[src/rtl/itc_pkg.sv]
// package for the three-counter interval timer
// types, codes and sizes shared by itc_counter and interval_timer_three_counter
package itc_pkg;

  localparam int NumCounters = 3;

  localparam int OpW     = 2;
  localparam int PortW   = 2;
  localparam int ByteW   = 8;
  localparam int CountW  = 16;
  localparam int ModeW   = 3;
  localparam int InDataW = 16;

  localparam logic [PortW-1:0] CtrlPort = 2'd3;
  localparam logic [1:0]       RlLatch  = 2'd0;
  localparam logic [1:0]       RlLsb    = 2'd1;
  localparam logic [1:0]       RlMsb    = 2'd2;
  localparam logic [ByteW-1:0] NoData   = 8'hFF;

  typedef enum logic [OpW-1:0] {
    OpTick  = 2'd0,
    OpRead  = 2'd1,
    OpWrite = 2'd2
  } opcode_e;

  typedef enum logic [1:0] {
    PhLsb   = 2'd0,
    PhMsb   = 2'd1,
    PhWordL = 2'd2,
    PhWordM = 2'd3
  } phase_e;

  typedef struct packed {
    logic             tick;
    logic             rd;
    logic             wr;
    logic             ctl;
    logic [ByteW-1:0] data;
  } cnt_cmd_t;

endpackage

[src/rtl/itc_counter.sv]
// one down counter of the interval timer: load, elapsed counts, latch, byte order
// depends on itc_pkg
module itc_counter import itc_pkg::*; (
  input  logic             clk_i,
  input  logic             rst_ni,
  input  cnt_cmd_t         cmd_i,
  output logic [ByteW-1:0] rd_byte_o
);

  logic [CountW-1:0] load_q, load_d;
  logic [CountW-1:0] free_q, free_d;
  logic [CountW-1:0] per_q, per_d;
  logic [CountW-1:0] hold_q, hold_d;
  logic [ByteW-1:0]  low_q, low_d;
  logic [ModeW-1:0]  mode_q, mode_d;
  phase_e            rph_q, rph_d;
  phase_e            wph_q, wph_d;
  logic              hval_q, hval_d;

  logic [CountW-1:0] live;
  logic [CountW-1:0] rd_word;
  logic [CountW:0]   per_inc;

  always_comb begin
    if (mode_q[1]) begin
      if (load_q != '0) begin
        live = load_q - per_q;
      end else begin
        live = CountW'(0) - free_q;
      end
    end else begin
      live = load_q - free_q;
    end
    rd_word = hval_q ? hold_q : live;
    case (rph_q)
      PhLsb, PhWordL: rd_byte_o = rd_word[ByteW-1:0];
      default:        rd_byte_o = rd_word[CountW-1:ByteW];
    endcase
  end

  assign per_inc = {1'b0, per_q} + (CountW+1)'(1);

  always_comb begin
    load_d = load_q;
    free_d = free_q;
    per_d  = per_q;
    hold_d = hold_q;
    low_d  = low_q;
    mode_d = mode_q;
    rph_d  = rph_q;
    wph_d  = wph_q;
    hval_d = hval_q;

    if (cmd_i.tick) begin
      free_d = free_q + CountW'(1);
      if (load_q == '0 || per_inc >= {1'b0, load_q}) begin
        per_d = '0;
      end else begin
        per_d = per_inc[CountW-1:0];
      end
    end

    if (cmd_i.rd) begin
      if (hval_q && rph_q != PhWordL) begin
        hval_d = 1'b0;
      end
      case (rph_q)
        PhWordL: rph_d = PhWordM;
        PhWordM: rph_d = PhWordL;
        default: rph_d = rph_q;
      endcase
    end

    if (cmd_i.ctl) begin
      case (cmd_i.data[5:4])
        RlLatch: begin
          hold_d = live;
          hval_d = 1'b1;
        end
        RlLsb: begin
          mode_d = cmd_i.data[3:1];
          rph_d  = PhLsb;
          wph_d  = PhLsb;
        end
        RlMsb: begin
          mode_d = cmd_i.data[3:1];
          rph_d  = PhMsb;
          wph_d  = PhMsb;
        end
        default: begin
          mode_d = cmd_i.data[3:1];
          rph_d  = PhWordL;
          wph_d  = PhWordL;
        end
      endcase
    end

    if (cmd_i.wr) begin
      if (wph_q == PhWordL) begin
        low_d = cmd_i.data;
        wph_d = PhWordM;
      end else begin
        free_d = '0;
        per_d  = '0;
        case (wph_q)
          PhLsb:   load_d = {load_q[CountW-1:ByteW], cmd_i.data};
          PhMsb:   load_d = {cmd_i.data, load_q[ByteW-1:0]};
          default: begin
            load_d = {cmd_i.data, low_q};
            rph_d  = PhWordL;
            wph_d  = PhWordL;
          end
        endcase
      end
    end
  end

  always_ff @(posedge clk_i or negedge rst_ni) begin
    if (!rst_ni) begin
      load_q <= '0;
      free_q <= '0;
      per_q  <= '0;
      hold_q <= '0;
      low_q  <= '0;
      mode_q <= '0;
      rph_q  <= PhLsb;
      wph_q  <= PhLsb;
      hval_q <= 1'b0;
    end else begin
      load_q <= load_d;
      free_q <= free_d;
      per_q  <= per_d;
      hold_q <= hold_d;
      low_q  <= low_d;
      mode_q <= mode_d;
      rph_q  <= rph_d;
      wph_q  <= wph_d;
      hval_q <= hval_d;
    end
  end

endmodule

[src/rtl/interval_timer_three_counter.sv]
// top level of the three-counter interval timer: input register, counters, result register
// depends on itc_pkg and itc_counter
//
//   channel   dir  fields (low bit up)                      when
//   s_axis    in   opcode[1:0] port[3:2] data[11:4] pad     tick, port read or port write
//   m_axis    out  read_data[7:0]                           one item per port read
//
// one item per cycle unless m_axis stalls; reads pass the input, then the result register
// the counters update between the input register and the result register
// reset clears every counter, the byte orders and both valid flags
// a stalled result register holds the input register, which then drops s_axis_tready
module interval_timer_three_counter import itc_pkg::*; (
  input  logic               clk_i,
  input  logic               rst_ni,
  input  logic               s_axis_tvalid,
  output logic               s_axis_tready,
  input  logic [InDataW-1:0] s_axis_tdata,   // opcode[1:0], port[3:2], data[11:4], zeros
  output logic               m_axis_tvalid,
  input  logic               m_axis_tready,
  output logic [ByteW-1:0]   m_axis_tdata    // read_data[7:0]
);

  logic             in_valid_q, in_valid_d;
  logic [OpW-1:0]   op_q;
  logic [PortW-1:0] port_q;
  logic [ByteW-1:0] data_q;
  logic             out_valid_q, out_valid_d;
  logic [ByteW-1:0] out_data_q, out_data_d;
  logic             fire;
  logic             out_free;
  logic             is_read;
  logic             is_write;
  logic [ByteW-1:0] rd_sel;

  cnt_cmd_t         cmd   [NumCounters];
  logic [ByteW-1:0] rd_byte [NumCounters];

  assign out_free      = !out_valid_q || m_axis_tready;
  assign fire          = in_valid_q && out_free;
  assign s_axis_tready = !in_valid_q || fire;
  assign is_read       = (op_q == OpRead);
  assign is_write      = (op_q == OpWrite);

  for (genvar i = 0; i < NumCounters; i++) begin : g_cnt
    always_comb begin
      cmd[i].tick = fire && (op_q == OpTick);
      cmd[i].rd   = fire && is_read && (port_q == PortW'(i));
      cmd[i].wr   = fire && is_write && (port_q == PortW'(i));
      cmd[i].ctl  = fire && is_write && (port_q == CtrlPort) && (data_q[7:6] == 2'(i));
      cmd[i].data = data_q;
    end

    itc_counter u_counter (
      .clk_i     (clk_i),
      .rst_ni    (rst_ni),
      .cmd_i     (cmd[i]),
      .rd_byte_o (rd_byte[i])
    );
  end

  always_comb begin
    rd_sel = NoData;
    for (int i = 0; i < NumCounters; i++) begin
      if (port_q == PortW'(i)) begin
        rd_sel = rd_byte[i];
      end
    end
  end

  always_comb begin
    in_valid_d = in_valid_q;
    if (s_axis_tready) begin
      in_valid_d = s_axis_tvalid;
    end
    out_valid_d = out_valid_q;
    out_data_d  = out_data_q;
    if (fire && is_read) begin
      out_valid_d = 1'b1;
      out_data_d  = rd_sel;
    end else if (m_axis_tready) begin
      out_valid_d = 1'b0;
    end
  end

  always_ff @(posedge clk_i or negedge rst_ni) begin
    if (!rst_ni) begin
      in_valid_q  <= 1'b0;
      out_valid_q <= 1'b0;
    end else begin
      in_valid_q  <= in_valid_d;
      out_valid_q <= out_valid_d;
    end
  end

  always_ff @(posedge clk_i) begin
    if (s_axis_tready && s_axis_tvalid) begin
      op_q   <= s_axis_tdata[OpW-1:0];
      port_q <= s_axis_tdata[OpW+PortW-1:OpW];
      data_q <= s_axis_tdata[OpW+PortW+ByteW-1:OpW+PortW];
    end
    out_data_q <= out_data_d;
  end

  assign m_axis_tvalid = out_valid_q;
  assign m_axis_tdata  = out_data_q;

endmodule
[config.mk]
export PLATFORM = sky130hd
export DESIGN_NAME = interval_timer_three_counter
export DESIGN_NICKNAME = d
export VERILOG_FILES = /design/src/rtl/itc_pkg.sv /design/src/rtl/itc_counter.sv /design/src/rtl/interval_timer_three_counter.sv
export SDC_FILE = /design/constraint.sdc
export NUM_CORES = 1
export LEC_CHECK = 0
export ABC_AREA = 0
export BUFFER_PORTS_ARGS = -buffer_cell sky130_fd_sc_hd__buf_2
export CAP_MARGIN = 10
export CELL_PAD_IN_SITES_DETAIL_PLACEMENT = 2
export CELL_PAD_IN_SITES_GLOBAL_PLACEMENT = 2
export CORE_MARGIN = 4
export CORE_UTILIZATION = 30
export DETAILED_ROUTE_END_ITERATION = 10
export HOLD_SLACK_MARGIN = 0.06
export PLACE_DENSITY_LB_ADDON = 0.1
export SLEW_MARGIN = 40
export SYNTH_ARGS = -nofsm -noshare
export SYNTH_HDL_FRONTEND = slang
export SYNTH_SLANG_ARGS = --single-unit
export TNS_END_PERCENT = 30
[constraint.sdc]
create_clock -name clk_i -period 9.49 [get_ports clk_i]
set_clock_uncertainty 0.15 [all_clocks]
set_input_delay 0.949 -clock clk_i [delete_from_list [all_inputs] [get_ports clk_i]]
set_output_delay 0.949 -clock clk_i [all_outputs]
set_load 0.05 [all_outputs]
==> results.json, run 1 <==
{
  "ant_nets": 0,
  "pwr-share-seq_pct": 23.4,
  "r2r_cells": 17,
  "syn_to_final_growth_pct": 12.3,
  "crit_chain": "and3_1, and3_1, and3_1, nand3_1, or3_1, nor3_1, xor2_1, ha_1, nand2_1, nor4_1, and3b_1, or4_1, nor3_1, o21ai_1, a21oi_2, o21ai_0, o31ai_1",
  "antenna_found_initial": 1,
  "worst_path_max_delay_cell": "a21oi_2",
  "seq_area_frac_synth_pct": 32.6,
  "min_period_ps": 4770,
  "netlist_top_cells_area": "dfrtp_1, ha_1, xnor2_1, o21ai_0, nand2_1",
  "path_max_fanout": 13,
  "yosys.cell_count.top_type": "dfrtp_1",
  "cts_max_path_buffers": 3,
  "finalSetupViolCount": 0,
  "synth-seq-cells": 256,
  "drt-initial-drc-count": 855,
  "worstSetupPathType": "flop to flop",
  "die_w_um": 266,
  "post_cts_buffers": 0,
  "placementRows": 94,
  "final_cells": 3201,
  "timing.critical_path.mode_cell": "and3_1",
  "p_sw_mw": 3.90,
  "critical_path_arrival_ps": 5070,
  "portBuffers": 25,
  "hold_violations": 0,
  "dp_hpwl_um": 56600,
  "slew_headroom_pct": 42.8,
  "cts_buffers": 38,
  "cp_top_family": "simple AND/OR/NAND/NOR gates",
  "floorplan.initialDensity_pct": 30.3,
  "critPathLaunch": "g_cnt[0].u_counter.per_q[1]$_DFF_PN0_",
  "pwr-share-clk_pct": 19.6,
  "synth_area_mm2": 0.0200,
  "max_stage_delay_ps": 540,
  "yosys_most_used_dff": "dfrtp_1",
  "rsz0062_at_grt": "false",
  "grt_pass1_wl_um": 115000,
  "cp_num_buf_inv": 0,
  "fin_setup_tns_ps": 0,
  "grt_remaining_overflow": 0,
  "first_pass_iters": 4,
  "post_synth.cell_area_avg_um2": 8.65,
  "core_mm2": 0.0659,
  "syn-num-nets": 2499,
  "nNetsFinal": 2500,
  "cts_tree": "built",
  "p_leak_nw": 9.73,
  "clock.fmax_mhz": 210,
  "synth_warnings": 0,
  "io_pins": 30,
  "endpoint_kind": "flop",
  "vdd_drop_max_uv": 122,
  "worstPathRequired_ps": 9800,
  "wirelength_um": 73900,
  "cts_resized": 0,
  "grt_max_degree": 69,
  "place_congestion": 0.817,
  "wl_per_cell_um": 23.1,
  "yosysTopAreaCellShare_pct": 29.6,
  "cts_hold_buffers": 0,
  "h-tree-depth": 2,
  "async_flop_share_pct": 92.2,
  "cts_sinks": 256,
  "dp_cells": 3131,
  "synth_cell_types": 91,
  "die-area_mm2": 0.0707,
  "synth.top_cells.by_count": "dfrtp_1, nand2_1, nor2_1",
  "syn_inst": 2307,
  "drc": 0,
  "status": "complete, no violations",
  "cap_violations": 0,
  "clk_pin_slew_worst_paths_ps": 50,
  "slew_viol_final": 0,
  "powerDensity_mw_per_mm2": 363,
  "cp.depth": 17,
  "drive_above_1_share_pct": 9.38,
  "viasPerCell": 5.48,
  "intPower_mw": 4.25,
  "fp.dieH_um": 266,
  "clk-insertion-delay-late_ps": 570,
  "critPathLaunchType": "flop",
  "r2r_slack_ps": 4720,
  "timing.final.crit_share_pct": 50.2,
  "synth_edf_count": 20,
  "rr_endpoint": "g_cnt[0].u_counter.per_q[9]$_DFF_PN0_",
  "tightest_slew_ps": 858,
  "vias": 17500,
  "track_usage_pct": 20.7,
  "grt_pass1_vias": 19000,
  "hold_class": "input port to async pin",
  "p_sw_share_pct": 47.8,
  "yosysTopAreaCell": "dfrtp_1",
  "root_buffer": "clkbuf_16",
  "comb_power_share_pct": 57.0,
  "rr_startpoint": "g_cnt[0].u_counter.per_q[1]$_DFF_PN0_"
}
-- cells by family (layout without fill, tap and decap cells) --
group / count (synthesis) / count (layout) / share of synthesized area (%)
flip-flops: 256 / 256 / 32.6
multiplexers: 76 / 76 / 4.42
XOR/XNOR: 166 / 166 / 7.29
adder cells (fa/ha/maj): 172 / 172 / 11.0
AND/OR/NAND/NOR: 762 / 762 / 19.3
buffers and inverters: 268 / 297 / 5.36
AO/OA/AOI/OAI: 607 / 607 / 20.0
other: 0 / 1 / 0
-- layout make-up --
| class | count | area, µm² |
|---|---|---|
| timing repair buffer | 47 | 315 |
| clock inverter | 12 | 241 |
| clock buffer | 56 | 1140 |
| antenna | 1 | 2.50 |
| fill | 7369 | 43400 |
| tap | 864 | 1080 |
| sequential | 256 | 6510 |
| inverter | 182 | 683 |
| multi-input combinational | 1783 | 12400 |
-- per-stage QoR --
step	power (mW)	instance area [µm²]	util [%]	setup slack (ps)	hold slack [ps]
CTS	8.23	22400	34.0	4640	210
finish	8.14	22400	34.0	4720	212
detailed placement	6.56	21000	31.9	4680	320
floorplan	4.97	20000	-	5590	292
global route	8.82	22400	34.0	4300	239
global placement	6.35	21000	31.8	4550	306
-- power by group through the flow --
| stage | clock, mW | sequential, mW | combinational, mW |
|---|---|---|---|
| 6_report | 1.60 | 1.90 | 4.64 |
| 5_1_grt | 1.69 | 1.95 | 5.18 |
| 4_1_cts | 1.65 | 1.90 | 4.68 |
| 3_5_place_dp | 0 | 1.92 | 4.64 |
| 3_3_place_gp | 0 | 1.90 | 4.45 |
| 2_1_floorplan | 0 | 1.68 | 3.30 |
-- state kept, by name (all words and copies together) (netlist names) --
register and count:
data_q 8, g_cnt.u_counter.free_q 48, g_cnt.u_counter.hold_q 48, g_cnt.u_counter.hval_q 3, g_cnt.u_counter.load_q 48, g_cnt.u_counter.low_q 24
g_cnt.u_counter.mode_q 3, g_cnt.u_counter.per_q 48, g_cnt.u_counter.rph_q 6, g_cnt.u_counter.wph_q 6, in_valid_q 1, m_axis_tdata 8
m_axis_tvalid 1, op_q 2, port_q 2
-- cell usage in the layout (no fill, tap or decap), types with 12 or more instances in the layout --
cell type and count:
buf_4 18, a22oi_1 21, xnor2_1 136, nor2b_1 29, a221oi_1 14, a21oi_1 122
nand4_1 25, buf_2 24, or4b_1 12, mux2_2 56, a211oi_1 22, o21ai_1 15
nor3_1 67, o21ai_0 152, clkbuf_16 39, o21a_1 26, a21o_1 43, edfxtp_1 20
inv_1 180, o31a_1 17, a31oi_1 25, nor4_1 25, nand2b_1 26, mux2i_1 16
and3_1 34, o31ai_1 29, ha_1 166, dfrtp_1 235, nor2_1 176, nand3_1 62
nand2_1 192, o211ai_1 17, or3_1 31, xor2_1 30
-- layer usage --
metal	GRT usage (%)	wire (µm)
met5	0	0
met2	35.2	35300
met3	2.41	1710
met4	5.50	1860
met1	28.0	35000
-- worst max-delay path by stage --
stage,end,slack (ps)
CTS,g_cnt[0].u_counter.per_q[9]$_DFF_PN0_,4640
global placement,g_cnt[0].u_counter.per_q[6]$_DFF_PN0_,4550
floorplan,g_cnt[0].u_counter.per_q[7]$_DFF_PN0_,5590
finish,g_cnt[0].u_counter.per_q[9]$_DFF_PN0_,4720
global route,g_cnt[0].u_counter.per_q[2]$_DFF_PN0_,4300
detailed placement,g_cnt[0].u_counter.per_q[11]$_DFF_PN0_,4680
(Power assumes the default switching activity.)
==> run 2: changes to the inputs <==
clock period = 4.3 ns   (was 9.49 ns; I/O delays follow)
==> run 2 against run 1 <==
Clock power rose by 99%. Count of clock-buffer cells in the layout decreased by 6. Combinational power increased by 130%. Die area is the same. Largest power group unchanged. Worst hold slack got worse by 94 ps. Critical path depth increased by 1. Cell count is 2.6% higher. Cell area is 2.9% higher. Core utilization rose by 0.99 points. Flip-flop and latch count stayed put. Sequential power increased by 110%. Total power is 120% higher.
==> results.json, run 2 (synthesis gave the netlist of run 1 again) <==
{
  "cts_sinks": 256,
  "dpl_cell_area_mm2": 0.0216,
  "grt_remaining_overflow": 0,
  "clk-insertion-delay-late_ps": 570,
  "vdd_drop_max_uv": 261,
  "powerDensity_mw_per_mm2": 784,
  "track_usage_pct": 21.6,
  "slew_viol_final": 0,
  "p_total_mw": 18.1,
  "intPower_mw": 9.37,
  "root_buffer": "clkbuf_16",
  "clk_pin_slew_worst_paths_ps": 60,
  "h-tree-depth": 2,
  "ant_nets": 0,
  "fin_setup_tns_ps": 0,
  "min_period_ps": 4130,
  "final_util_pct": 35.0,
  "cap_violations": 0,
  "cts_max_path_buffers": 3,
  "p_sw_mw": 8.72,
  "holdWs_ps": 117,
  "pwr-share-seq_pct": 22.4,
  "grt_max_degree": 51,
  "io_pins": 30,
  "status": "complete, no violations",
  "cts_tree": "built",
  "vias": 18000,
  "grt_pass1_wl_um": 120000,
  "final_cell_area_mm2": 0.0231,
  "dp_hpwl_um": 60100,
  "timing.final.crit_share_pct": 96.1,
  "hold_class": "input port to async pin",
  "syn_to_final_growth_pct": 15.6,
  "drt-initial-drc-count": 722,
  "path_max_fanout": 24,
  "clock.fmax_mhz": 242,
  "critical_path_arrival_ps": 4450,
  "p_leak_nw": 10.1,
  "finalSetupViolCount": 0,
  "comb_power_share_pct": 60.1,
  "viasPerCell": 5.47,
  "cts_buffers": 37,
  "layout_common_cells": "dfrtp_1, nand2_1, inv_1",
  "slew_headroom_pct": 44.7,
  "nNetsFinal": 2583,
  "die-area_mm2": 0.0707,
  "endpoint_kind": "flop",
  "worstPathRequired_ps": 4620,
  "wirelength_um": 77400,
  "final_common_cell": "dfrtp_1",
  "worstSetupPathType": "flop to flop",
  "floorplan.initialDensity_pct": 30.3,
  "die_w_um": 266,
  "rsz0062_at_grt": "true",
  "drive_above_1_share_pct": 12.2,
  "p_sw_share_pct": 48.2,
  "antenna_found_initial": 2,
  "portBuffers": 25,
  "placementRows": 94,
  "drc": 0,
  "nFillCells": 7381,
  "grt_pass1_vias": 19800,
  "critPathLaunchType": "flop",
  "fp.dieH_um": 266,
  "first_pass_iters": 5,
  "place_congestion": 0.818,
  "pwr-share-clk_pct": 17.6,
  "core_mm2": 0.0659,
  "hold_violations": 0,
  "tightest_slew_ps": 830,
  "wl_per_cell_um": 23.6
}
==> run 2: final timing paths <==
| check | start | end | slack, ps | cells past startpoint |
|---|---|---|---|---|
| worst max-delay path | g_cnt[1].u_counter.per_q[1]$_DFF_PN0_ | g_cnt[1].u_counter.per_q[10]$_DFF_PN0_ | 170 | 18 |
| worst min-delay path | rst_ni | g_cnt[1].u_counter.free_q[11]$_DFF_PN0_ | 120 | 2 |
| worst max register to register | g_cnt[1].u_counter.per_q[1]$_DFF_PN0_ | g_cnt[1].u_counter.per_q[10]$_DFF_PN0_ | 170 | 18 |
| worst min register to register | g_cnt[1].u_counter.hold_q[13]$_DFFE_PN0P_ | g_cnt[1].u_counter.hold_q[13]$_DFFE_PN0P_ | 330 | 2 |
| max in group asynchronous | rst_ni | g_cnt[0].u_counter.per_q[4]$_DFF_PN0_ | 2860 | 4 |
| min in group clk_i | g_cnt[1].u_counter.hold_q[13]$_DFFE_PN0P_ | g_cnt[1].u_counter.hold_q[13]$_DFFE_PN0P_ | 330 | 2 |
==> run 2: power groups by stage <==
stage	logic, mW	registers [mW]	clock network [mW]
final	10.9	4.04	3.18
after global routing	12.1	4.13	3.40
after CTS	10.9	4.04	3.30
after detailed placement	10.8	4.08	0
after global placement	10.4	4.05	0
after floorplan	7.28	3.70	0
==> run 2: timing repair <==
action                                  4_1_cts  5_1_grt
setup buffers                                 1        0
gates resized for setup                       2       19
endpoints found under the setup margin       12       30
endpoints found under the hold margin        91        0
hold buffers                                 16        0
pin swaps                                     1        3
gates cloned                                  0        1
==> run 2: area by class of cell <==
| cell class | count | area [µm²] | area share (%) |
|---|---|---|---|
| Multi-Input combinational cell | 1783 | 12500 | 54.2 |
| Tap cell | 864 | 1080 | 4.69 |
| Clock inverter | 17 | 176 | 0.765 |
| Clock buffer | 50 | 1070 | 4.62 |
| Timing Repair Buffer | 131 | 1060 | 4.58 |
| Antenna cell | 1 | 2.50 | 0.0109 |
| Inverter | 182 | 683 | 2.96 |
| Sequential cell | 256 | 6510 | 28.2 |
==> run 2: through the flow <==
stage / setup slack (ps) / std cells
after floorplan: 396 / 2307
after global placement: 35.9 / 3195
after detailed placement: -64.8 / 3198
after CTS: 30.8 / 3282
after global routing: -16.0 / 3283
final: 168 / 3284
==> run 2: critical path: stages (launching register included) <==
cell and delay (ps):
dfrtp_1 420, ha_2 250, and3_2 230, and3_4 220
and3_4 220, and3_4 220, and3_4 230, and3_1 180
xnor2_1 150, inv_1 80, ha_1 270, nand2_1 110
nor3b_1 70, nand4_1 90, nor3_1 50, a311o_1 350
buf_12 190, or4b_1 460, o21ai_1 100
==> run 2: per-layer routing <==
layer | up-vias | share of wire (%) | global-route usage, %
met2 | 182 | 47 | 36.4
li1 | 8519 | - | -
met5 | - | 0 | 0
met3 | 85 | 2.8 | 2.68
met4 | 0 | 2.8 | 5.79
met1 | 9191 | 47 | 29.5
